`config.mk`:
```
export PLATFORM = sky130hd
export DESIGN_NAME = fpw_ram
export DESIGN_NICKNAME = d
export VERILOG_FILES = /design/src/design/fpw_ram.sv
export SDC_FILE = /design/constraint.sdc
export NUM_CORES = 1
export LEC_CHECK = 0
export BUFFER_PORTS_ARGS = -buffer_cell sky130_fd_sc_hd__buf_4
export CAP_MARGIN = 10
export CELL_PAD_IN_SITES_DETAIL_PLACEMENT = 1
export CELL_PAD_IN_SITES_GLOBAL_PLACEMENT = 1
export CORE_UTILIZATION = 30
export CTS_CLUSTER_DIAMETER = 30
export CTS_CLUSTER_SIZE = 28
export DETAILED_ROUTE_END_ITERATION = 8
export GPL_TIMING_DRIVEN = 0
export PLACE_DENSITY = 0.58
export SLEW_MARGIN = 20
export SYNTH_ARGS = -nofsm -noshare
export SYNTH_HDL_FRONTEND = slang
export SYNTH_SLANG_ARGS = --single-unit
```
`constraint.sdc`:
```
create_clock -name clk -period 14.4 [get_ports clk]
set_input_delay 2.16 -clock clk [delete_from_list [all_inputs] [get_ports clk]]
set_output_delay 2.16 -clock clk [all_outputs]
set_load 0.005 [all_outputs]
```
`src/design/fpw_ram.sv`:
```
// Generic single-port-write, single-port-read RAM with registered read data.
`default_nettype none
module fpw_ram #(
  parameter int WIDTH = 63,
  parameter int DEPTH = 16
) (
  input  wire logic                            clk,
  input  wire logic                            we,
  input  wire logic [(DEPTH > 1 ? $clog2(DEPTH) : 1)-1:0] waddr,
  input  wire logic [WIDTH-1:0]                wdata,
  input  wire logic [(DEPTH > 1 ? $clog2(DEPTH) : 1)-1:0] raddr,
  output logic      [WIDTH-1:0]                rdata
);

  logic [WIDTH-1:0] mem_r [DEPTH];

  always_ff @(posedge clk) begin
    if (we) begin
      mem_r[waddr] <= wdata;
    end
    rdata <= mem_r[raddr];
  end

endmodule
`default_nettype wire

```
==> summary.txt, run 1 <==
GRT
  – Total global routing track utilization: 0.159
  – Wire length of the first global-routing pass: 148000 um
  – Number of antenna violations at the first check in global routing: 10
  – Vias in the first global route: slightly above 20k
  – Largest net degree at the start of global routing: 18
  – Total overflow reported by the global router: 0

Timing
  – Endpoints failing hold: 0
  – Highest clock rate: ~260 MHz
  – Final worst path period share: 0.267
  – Slew Limit Headroom: 0.261
  – Total Neg Setup Slack: 0 ns
  – Time the worst path needs with I/O delays and setup: 3.85 ns
  – Final count of pins violating max slew: 0
  – Pin slew with the least headroom to its limit: between 1 and 1.5 ns
  – Worst setup skew after layout: roughly 0.029 ns
  – Setup violators final: 0
  – Worst-case setup margin in the final layout: roughly 11 ns
  – Setup repair after global routing missed its margin: false

Placed design
  – Post-DP HPWL: about 65000 um
  – Placed cell area: 0.0439 sq mm
  – # port buffers: 133
  – RePlAce Congestion: 0.695
  – Minimum setup slack after placement: slightly below 10 ns

Finish
  – Final cell area excluding filler cells: between 0.05 and 0.06 sq mm
  – Storage cell area: about 0.032 sq mm
  – NumNets Final: 2129
  – Area overhead of the layout relative to synthesis: 30.7%
  – Number of inserted filler cells in the final layout: about 12k
  – Diode count: 0
  – Footprint of the multi-input gates: just over 0.007 sq mm
  – Share of cells above drive strength 1: 0.390

Power
  – Share of power burned in the clock network: 0.554
  – Reported leakage power: 16.9 nW
  – Design internal power: ~6.8 mW
  – Proportion of total power due to net switching: 0.216
  – Combinational group share of total power: 0.041
  – Sequential Power Share: 0.405
  – Peak supply drop: about 0.00012 V
  – Power per unit of standard cell area: between 150 and 200 mW/mm^2
  – Switching power summed over all nets: approximately 1.9 mW

Drt
  – Met2 Wirelength: between 40000 and 50000 um
  – Detailed-route vias per instance: 4.80
  – Met3 routed WL: 7390 um
  – Initial DRT Pass Iterations: 5
  – Number of DRC violations after detailed routing: 0
  – Mean routed wirelength per cell: 26.0 um
  – Routed Antenna Nets: 0
  – Via count of the routed design: approximately 19k
  – WL met1: roughly 45000 um
  – 1st-iter DRT viols: 1867
  – Highest metal layer used by the detailed router: met5
  – Final wirelength: between 100000 and 150000 um

Clocking
  – Clock-pin transition on the worst setup and hold timing paths: 0.05 ns
  – Worst-case clock buffer depth: 3
  – Clock latency at the later pin of the worst-skew pair: 0.79 ns
  – CTS H-tree lvls: 4
  – Number of gates given a new drive strength after cts: 0
  – Post-CTS Repair Setup Buffers: 0
  – Clock sink count: 1071
  – Number of clock buffers inserted by TritonCTS: about 210
  – Master cell of the clock root buffer: sky130_fd_sc_hd__clkbuf_16
  – TritonCTS clock tree: done
  – # hold bufs at CTS: 0

Logic synthesis
  – Cell type with the highest aggregate area in the netlist: sky130_fd_sc_hd__edfxtp_1
  – Share of cell area taken by muxes after synthesis: 0.146
  – Share of synthesized area occupied by flip-flops and latches: 0.809
  – Number of flip-flops and latches in the synthesized netlist: ~1.1k
  – Synth top cells by count: sky130_fd_sc_hd__edfxtp_1, sky130_fd_sc_hd__mux4_2, sky130_fd_sc_hd__a22oi_1, sky130_fd_sc_hd__nand2_1, sky130_fd_sc_hd__dfxtp_1
  – Warnings, synthesis: 0
  – Fraction of synthesized cell area taken by the top area cell type: 0.776
  – Largest family of logic cells by synthesized area: multiplexers
  – Xor/xnor share of the synthesized area: 0
  – Post-Synthesis Mean Instance Area: 24.0 sq um
  – Cell area after technology mapping: around 0.039 sq mm
  – Top cells by area in the synthesized netlist: sky130_fd_sc_hd__edfxtp_1, sky130_fd_sc_hd__mux4_2, sky130_fd_sc_hd__dfxtp_1, sky130_fd_sc_hd__a22oi_1, sky130_fd_sc_hd__nand2_1
  – Post-synthesis compound-gate area fraction: 0.0243
  – Asr flop ratio synth: 0
  – Adder-Cell Fraction of Synth Area: 0
  – Cell count after synthesis: approximately 1.6k
  – Number of enable-type register cells in the synthesized netlist: a little over 1k
  – Post-Synth Simple-Gate Area: 0.00947
  – Net count after synthesis: 1695
  – Predominant post-synthesis flop cell: sky130_fd_sc_hd__edfxtp_1
  – Unique cell type count in the Yosys netlist: 18
  – Most repeated cell in the gate-level netlist after synthesis: sky130_fd_sc_hd__edfxtp_1

Setup path
  – Cell Chain, Critical Path: buf_4 > buf_2 > clkbuf_1 > mux4_2 > a22oi_1 > nand2_1
  – CP peak stage delay: around 0.87 ns
  – Standard cell with the maximum stage delay on the critical path: sky130_fd_sc_hd__clkbuf_1
  – Kind of critical path: input port to flop
  – Arrival time of data at the critical path endpoint: around 4.5 ns
  – Crit path required time: 15.03 ns
  – Buf/Inv on CP: 3
  – Type of destination of the critical path: flop
  – Worst-path fanout max: 10
  – Critical path launch point type: input port
  – Kind of cell adding the most delay to the critical path: buffers and inverters

Run status
  – Status: completed

Die
  – Number of ports placed on the die boundary: ~140
  – Chip height: ~360 um
  – Std cell rows: 131
  – DIE AREA: 0.131 sq mm
  – Initial standard-cell utilization of the core: 0.304
  – Horizontal die dimension: about 360 um
  – Placeable Area: about 0.13 sq mm

Hold path
  – Worst Hold Class: flop to flop

Run
  – Count of max-cap constraint violations: 0
## power by group through the flow
stage | clock [mW] | sequential, mW | combinational (mW)
after floorplan | 0 | 3.57 | 0.167
after global placement | 0 | 3.58 | 0.334
after detailed placement | 0 | 3.57 | 0.362
after CTS | 4.89 | 3.52 | 0.364
after global routing | 5.03 | 3.52 | 0.383
final | 4.81 | 3.51 | 0.355
## tightest hold or removal path, stage by stage, from the launching register on
cell	delay, ns
sky130_fd_sc_hd__edfxtp_1	0.31
sky130_fd_sc_hd__mux4_2	0.22
sky130_fd_sc_hd__a22oi_1	0.06
sky130_fd_sc_hd__nand2_1	0.05
## layout make-up
cell class | instances | share of cell area
sequential | 1071 | 0.619
multi-input combinational | 468 | 0.139
clock inverter | 149 | 0.0342
buffer | 83 | 0.00921
clock buffer | 235 | 0.105
timing repair buffer | 227 | 0.0509
tap | 1729 | 0.0425
## kinds of logic (layout without fill, tap and decap cells)
kind of cell | count (synthesis) | count (layout)
AO/OA/AOI/OAI | 126 | 126
buffers and inverters | 83 | 694
flip-flops | 1071 | 1071
multiplexers | 252 | 252
AND/OR/NAND/NOR | 90 | 90
## layout by cell type, fill, tap and decap left out
master / synthesis / final
sky130_fd_sc_hd__edfxtp_1: 1008 / 1008
sky130_fd_sc_hd__mux4_2: 252 / 252
sky130_fd_sc_hd__clkbuf_16: 0 / 207
sky130_fd_sc_hd__buf_4: 6 / 174
sky130_fd_sc_hd__a22oi_1: 126 / 126
sky130_fd_sc_hd__clkbuf_1: 43 / 64
sky130_fd_sc_hd__nand2_1: 64 / 64
sky130_fd_sc_hd__dfxtp_1: 63 / 63
sky130_fd_sc_hd__clkinv_2: 0 / 37
sky130_fd_sc_hd__buf_16: 0 / 33
sky130_fd_sc_hd__buf_6: 16 / 27
sky130_fd_sc_hd__bufinv_16: 0 / 27
sky130_fd_sc_hd__clkinv_1: 0 / 24
sky130_fd_sc_hd__inv_6: 0 / 19
sky130_fd_sc_hd__clkinvlp_4: 0 / 19
sky130_fd_sc_hd__buf_12: 0 / 15
sky130_fd_sc_hd__buf_2: 12 / 12
sky130_fd_sc_hd__nor2_4: 0 / 12
sky130_fd_sc_hd__clkinv_4: 0 / 12
sky130_fd_sc_hd__clkbuf_8: 0 / 7
sky130_fd_sc_hd__buf_1: 6 / 6
sky130_fd_sc_hd__nor3_2: 0 / 4
sky130_fd_sc_hd__inv_16: 0 / 4
sky130_fd_sc_hd__clkinv_16: 0 / 4
sky130_fd_sc_hd__nor2b_1: 2 / 2
sky130_fd_sc_hd__nand3b_1: 2 / 2
sky130_fd_sc_hd__nand2b_1: 2 / 2
sky130_fd_sc_hd__clkinv_8: 0 / 2
sky130_fd_sc_hd__and2_1: 1 / 1
sky130_fd_sc_hd__nor2_2: 0 / 1
sky130_fd_sc_hd__nand3_1: 1 / 1
sky130_fd_sc_hd__or3b_2: 1 / 1
sky130_fd_sc_hd__inv_8: 0 / 1
## sequential cells by signal (all words and copies together) (netlist names)
name / flops
rdata: 63
mem_r: 1008
## worst paths after layout
| kind | start | to | slack [ns] | cells past startpoint |
|---|---|---|---|---|
| worst max register to register | mem_r[10][34] | rdata[34] | 12.81 | 3 |
| worst min-delay path | mem_r[12][15] | rdata[15] | 0.67 | 3 |
| worst max-delay path | raddr[1] | rdata[54] | 10.55 | 6 |
| worst min register to register | mem_r[12][15] | rdata[15] | 0.67 | 3 |
## metrics by stage
stage / hold slack (ns) / instances / total power [mW] / util
after floorplan: 0.635 / 1622 / 3.74 / -
after global placement: 0.652 / 3484 / 3.91 / 0.329
after detailed placement: 0.659 / 3578 / 3.93 / 0.342
after CTS: 0.668 / 3962 / 8.77 / 0.398
after global routing: 0.691 / 3962 / 8.93 / 0.398
final: 0.668 / 3962 / 8.68 / 0.398
## layer usage
layer | vias to the layer above | global-route usage
met3 | 174 | 0.0475
met2 | 607 | 0.243
li1 | 7935 | -
met1 | 10300 | 0.217
met4 | 12 | 0.0506
met5 | - | 0
No activity file was read; power rests on OpenSTA's default activity.
==> inputs of run 2 (changes only) <==
==> constraint.sdc (replaced) <==
create_clock -name clk -period 3.6 [get_ports clk]
set_input_delay 0.54 -clock clk [delete_from_list [all_inputs] [get_ports clk]]
set_output_delay 0.54 -clock clk [all_outputs]
set_load 0.005 [all_outputs]
==> summary.txt, run 2 (same netlist as run 1, synthesis figures left out) <==
Clocking
  – Worst-case clock buffer depth: 3
  – Clock latency at the later pin of the worst-skew pair: ~0.76 ns
  – Clock-pin transition on the worst setup and hold timing paths: roughly 0.060 ns
  – Post-CTS Repair Setup Buffers: 0
  – CTS H-tree lvls: 4
  – Number of clock buffers inserted by TritonCTS: 173
  – Master cell of the clock root buffer: sky130_fd_sc_hd__clkbuf_16
  – Clock sink count: 1071
  – Number of gates given a new drive strength after cts: 0
  – TritonCTS clock tree: done
  – # hold bufs at CTS: 0

Finish
  – Share of cells above drive strength 1: 0.378
  – Register name with the most flops: mem_r
  – Flip-flop count of the largest register, all copies and words added: 1008
  – Number of inserted filler cells in the final layout: ~12k
  – Area overhead of the layout relative to synthesis: 28.1%
  – Commonest cells after routing, fill and taps aside: sky130_fd_sc_hd__edfxtp_1, sky130_fd_sc_hd__mux4_2, sky130_fd_sc_hd__clkbuf_16
  – Post-layout utilization of the core: 0.390
  – Biggest registers after layout: mem_r x1008, rdata x63
  – NumNets Final: between 2k and 2.5k
  – Most common library cell in the layout ignoring fill and taps: sky130_fd_sc_hd__edfxtp_1

Power
  – Switching power summed over all nets: 6.95 mW
  – Design internal power: 25.6 mW
  – Power per unit of standard cell area: between 600 and 700 mW/mm^2
  – Peak supply drop: around 0.0005 V
  – Combinational group share of total power: 0.043
  – Proportion of total power due to net switching: 0.213
  – Sequential Power Share: 0.431
  – Reported leakage power: 16.3 nW
  – Share of power burned in the clock network: 0.526

Timing
  – Time the worst path needs with I/O delays and setup: between 2 and 2.5 ns
  – Final worst path period share: 0.624
  – Setup repair after global routing missed its margin: false
  – Pin slew with the least headroom to its limit: 0.991 ns
  – Setup violators final: 0
  – Final count of pins violating max slew: 0
  – Highest clock rate: between 400 and 500 MHz
  – Worst setup skew after layout: 0.0256 ns
  – Fin Hold WS: slightly above 0.08 ns
  – Slew Limit Headroom: 0.339
  – Endpoints failing hold: 0
  – Worst-case setup margin in the final layout: ~1.4 ns

Drt
  – Initial DRT Pass Iterations: 7
  – Final wirelength: 99800 um
  – Via count of the routed design: roughly 19k
  – Mean routed wirelength per cell: between 20 and 30 um
  – 1st-iter DRT viols: 1639
  – Detailed-route vias per instance: just under 5
  – Number of DRC violations after detailed routing: 0
  – Routed Antenna Nets: 0

Setup path
  – Type of destination of the critical path: flop
  – Depth of the most critical reg-to-reg path: 3
  – Worst reg2reg endpoint: rdata[38]
  – Critical register-to-register path startpoint: mem_r[9][38]
  – Worst reg2reg setup slack: 2.06 ns
  – Crit path required time: 4.20 ns
  – Worst-path fanout max: 10
  – Kind of critical path: input port to flop
  – Critical path launch point type: input port
  – Arrival time of data at the critical path endpoint: 2.84 ns

Die
  – Horizontal die dimension: around 360 um
  – Std cell rows: around 130
  – Initial standard-cell utilization of the core: 0.304
  – Placeable Area: approximately 0.13 sq mm
  – Chip height: between 300 and 400 um
  – Number of ports placed on the die boundary: 136
  – DIE AREA: between 0.1 and 0.15 sq mm

Placed design
  – # port buffers: roughly 130
  – Minimum setup slack after placement: between 0.5 and 0.6 ns
  – RePlAce Congestion: between 0.7 and 0.8
  – Post-DP HPWL: roughly 64000 um

GRT
  – Routing usage on met2: 0.248
  – Number of antenna violations at the first check in global routing: 12
  – Global-route track usage on met1: 0.203
  – Total overflow reported by the global router: 0
  – Wire length of the first global-routing pass: roughly 140000 um
  – Vias in the first global route: 20.7k
  – Top Usage Layer GRT: met2
  – Largest net degree at the start of global routing: 20
  – GR Util met3: 0.0400
  – Total global routing track utilization: 0.154

Hold path
  – Worst Hold Class: input port to flop
  – Worst hold stages: 1
  – Worst hold path endpoint: mem_r[6][51]
  – Startpoint of the tightest hold check path: wdata[51]

Run status
  – Status: completed

Run
  – Count of max-cap constraint violations: 0
==> run 2: layout make-up <==
cell class | count | area (sq um) | share of cell area
sequential | 1071 | 31500 | 0.631
multi-input combinational | 468 | 7130 | 0.143
clock inverter | 134 | 1550 | 0.0311
antenna | 1 | 2.50 | 0.0000501
clock buffer | 191 | 4570 | 0.0914
timing repair buffer | 207 | 2540 | 0.0508
buffer | 83 | 469 | 0.00939
tap | 1729 | 2160 | 0.0433
==> run 2: power by group through the flow <==
| stage | registers, mW | logic [mW] | clock network [mW] |
|---|---|---|---|
| detailed placement | 14.3 | 1.44 | 0 |
| global route | 14.1 | 1.52 | 17.9 |
| finish | 14.0 | 1.41 | 17.1 |
| floorplan | 14.3 | 0.670 | 0 |
| global placement | 14.3 | 1.33 | 0 |
| CTS | 14.1 | 1.45 | 17.4 |
==> run 2: layer usage <==
metal | vias to the layer above | wire length [um]
li1 | 7802 | -
met1 | 10200 | 42700
met2 | 593 | 48700
met3 | 152 | 6290
met4 | 8 | 2090
met5 | - | 56
==> run 2: worst max-delay path by stage <==
stage,start,to
CTS,raddr[1],rdata[33]
detailed placement,raddr[1],rdata[38]
global route,raddr[1],rdata[33]
floorplan,waddr[2],mem_r[1][0]
finish,raddr[1],rdata[38]
global placement,waddr[2],mem_r[3][57]
==> run 2: stage by stage <==
stage	TNS (ns)	power (mW)	cell area [sq um]	instances
after global routing	0	33.5	49900	3884
after CTS	0	32.9	49900	3883
after global placement	-2181.43	15.6	42200	3484
after detailed placement	0	15.7	43800	3558
final	0	32.6	49900	3884
after floorplan	-134.98	14.9	39100	1622
==> run 2: critical path: stages <==
cell                       delay (ns)
sky130_fd_sc_hd__buf_4           0.27
sky130_fd_sc_hd__buf_2           0.37
sky130_fd_sc_hd__clkbuf_1        0.69
sky130_fd_sc_hd__mux4_2          0.42
sky130_fd_sc_hd__a22oi_1         0.39
sky130_fd_sc_hd__nand2_1         0.14
==> inputs of run 3 (changes only) <==
==> constraint.sdc (replaced) <==
create_clock -name clk -period 2.3 [get_ports clk]
set_input_delay 0.345 -clock clk [delete_from_list [all_inputs] [get_ports clk]]
set_output_delay 0.345 -clock clk [all_outputs]
set_load 0.005 [all_outputs]
==> summary.txt, run 3 (same netlist as run 1, synthesis figures left out) <==
Run status
  – Status: completed

GRT
  – Wire length of the first global-routing pass: between 100000 and 150000 um
  – Number of antenna violations at the first check in global routing: 9
  – Vias in the first global route: around 20k
  – Total overflow reported by the global router: 0
  – Largest net degree at the start of global routing: 19
  – Total global routing track utilization: 0.156

Setup path
  – Arrival time of data at the critical path endpoint: 2.60 ns
  – Type of destination of the critical path: flop
  – Critical path launch point type: input port
  – CP dominant cell by count: sky130_fd_sc_hd__buf_16
  – Kind of cell adding the most delay to the critical path: buffers and inverters
  – Standard cell with the maximum stage delay on the critical path: sky130_fd_sc_hd__nor2_4
  – Crit path required time: 2.75 ns
  – Crit path depth: 7
  – Buf/Inv on CP: 5
  – Worst setup path end: mem_r[13][20]
  – Cell Chain, Critical Path: dlygate4sd3_1 > buf_4 > nand2b_1 > nor2_4 > buf_16 > buf_16 > buf_12
  – Worst reg2reg endpoint: rdata[43]
  – Kind of critical path: input port to flop
  – Worst-path fanout max: 17
  – Worst reg2reg setup slack: ~0.76 ns
  – Critical register-to-register path startpoint: mem_r[0][43]
  – Depth of the most critical reg-to-reg path: 3
  – CP peak stage delay: roughly 0.60 ns
  – Origin of the worst setup path: waddr[0]

Finish
  – Flip-flop count of the largest register, all copies and words added: slightly above 1k
  – Commonest cells after routing, fill and taps aside: sky130_fd_sc_hd__edfxtp_1, sky130_fd_sc_hd__mux4_2, sky130_fd_sc_hd__clkbuf_16
  – Share of cells above drive strength 1: 0.361
  – Final cell area excluding filler cells: 0.0500 sq mm
  – NumNets Final: roughly 2.1k
  – Register name with the most flops: mem_r
  – Most common library cell in the layout ignoring fill and taps: sky130_fd_sc_hd__edfxtp_1
  – Area overhead of the layout relative to synthesis: 28.3%
  – Biggest registers after layout: mem_r x1008, rdata x63

Clocking
  – Clock latency at the later pin of the worst-skew pair: 0.76 ns
  – Worst-case clock buffer depth: 3
  – CTS H-tree lvls: 4
  – Clock-pin transition on the worst setup and hold timing paths: approximately 0.050 ns
  – Clock sink count: between 1k and 1.5k
  – Number of gates given a new drive strength after cts: 0
  – Master cell of the clock root buffer: sky130_fd_sc_hd__clkbuf_16
  – Number of clock buffers inserted by TritonCTS: ~160
  – TritonCTS clock tree: done

Timing
  – Pin slew with the least headroom to its limit: ~0.99 ns
  – Time the worst path needs with I/O delays and setup: between 2 and 2.5 ns
  – Endpoints failing hold: 0
  – Setup repair after global routing missed its margin: false
  – Setup violators final: 0
  – Worst-case setup margin in the final layout: 0.154 ns
  – Final worst path period share: 0.933
  – Final count of pins violating max slew: 0
  – Slew Limit Headroom: 0.343
  – Worst setup skew after layout: roughly 0.023 ns
  – Highest clock rate: around 470 MHz

Power
  – Peak supply drop: slightly above 0.0006 V
  – Power per unit of standard cell area: a little under 1000 mW/mm^2
  – Reported leakage power: 16.3 nW

Die
  – Std cell rows: approximately 130
  – Number of ports placed on the die boundary: roughly 140
  – Initial standard-cell utilization of the core: 0.304
  – Horizontal die dimension: between 300 and 400 um
  – Placeable Area: 0.128 sq mm
  – DIE AREA: 0.131 sq mm
  – Chip height: between 300 and 400 um

Drt
  – Met3 routed WL: 5630 um
  – Number of DRC violations after detailed routing: 0
  – Mean routed wirelength per cell: 25.9 um
  – WL met1: 43300 um
  – Via count of the routed design: approximately 19k
  – Routed Antenna Nets: 0
  – Initial DRT Pass Iterations: 5
  – Detailed-route vias per instance: approximately 4.8
  – Met2 Wirelength: between 50000 and 60000 um
  – 1st-iter DRT viols: about 1.5k
  – Highest metal layer used by the detailed router: met5
  – Final wirelength: between 100000 and 150000 um

Placed design
  – # port buffers: roughly 130
  – RePlAce Congestion: 0.694
  – Placed cell area: roughly 0.044 sq mm
  – Minimum setup slack after placement: -0.494 ns
  – Post-DP HPWL: 65500 um

Hold path
  – Startpoint of the tightest hold check path: waddr[1]
  – Worst Hold Class: input port to flop

Run
  – Count of max-cap constraint violations: 0
run 3: cell count changes in the layout (fill, tap and decap cells not counted), sizes merged:
cell         change
clkinv           -3
diode            +1
clkbuf          -13
bufinv           -9
dlygate4sd3     +65
inv             +11
clkinvlp        -11
buf              +3
run 3: area by class of cell:
| class | count | area [sq um] |
|---|---|---|
| Clock inverter | 122 | 1340 |
| Multi-Input combinational cell | 468 | 7140 |
| Antenna cell | 2 | 5.00 |
| Clock buffer | 178 | 4180 |
| Fill cell | 12300 | 78200 |
| Tap cell | 1729 | 2160 |
| Sequential cell | 1071 | 31500 |
| Buffer | 83 | 469 |
| Timing Repair Buffer | 275 | 3190 |
run 3: metrics by stage:
stage / utilization / hold WS (ns) / TNS [ns] / instances / total power, mW
4_1_cts: 0.390 / 0.0358 / 0 / 3924 / 49.4
6_report: 0.390 / 0.0901 / 0 / 3928 / 48.9
3_5_place_dp: 0.342 / 0.644 / -27.53 / 3559 / 24.6
3_3_place_gp: 0.330 / 0.631 / -1933.58 / 3484 / 24.5
5_1_grt: 0.390 / 0.0730 / 0 / 3927 / 50.3
2_1_floorplan: - / 0.444 / -197.82 / 1622 / 23.4
run 3: worst min-delay path by stage:
stage | depth (start not counted) | to | slack (ns)
2_1_floorplan | 0 | mem_r[0][0] | 0.44
3_3_place_gp | 1 | mem_r[8][42] | 0.63
3_5_place_dp | 1 | mem_r[7][24] | 0.64
4_1_cts | 2 | mem_r[12][47] | 0.04
5_1_grt | 2 | mem_r[12][47] | 0.07
6_report | 2 | mem_r[12][47] | 0.09
run 3: power by group:
group | internal, mW | total [mW] | switching (mW)
sequential | 21.8 | 22.0 | 0.149
combinational | 1.03 | 2.31 | 1.28
clock | 15.2 | 24.6 | 9.38
total | 38.1 | 48.9 | 10.8
run 3: repair_timing:
action,CTS,global route
hold buffers,65,0
buffers inserted,0,2
setup endpoints to repair,0,9
endpoints found under the hold margin,1009,0
run 3: per-layer routing:
| layer | global-route usage | vias to the layer above |
|---|---|---|
| met5 | 0 | - |
| met4 | 0.0494 | 10 |
| met3 | 0.0371 | 172 |
| met2 | 0.258 | 521 |
| met1 | 0.203 | 10100 |
| li1 | - | 7900 |
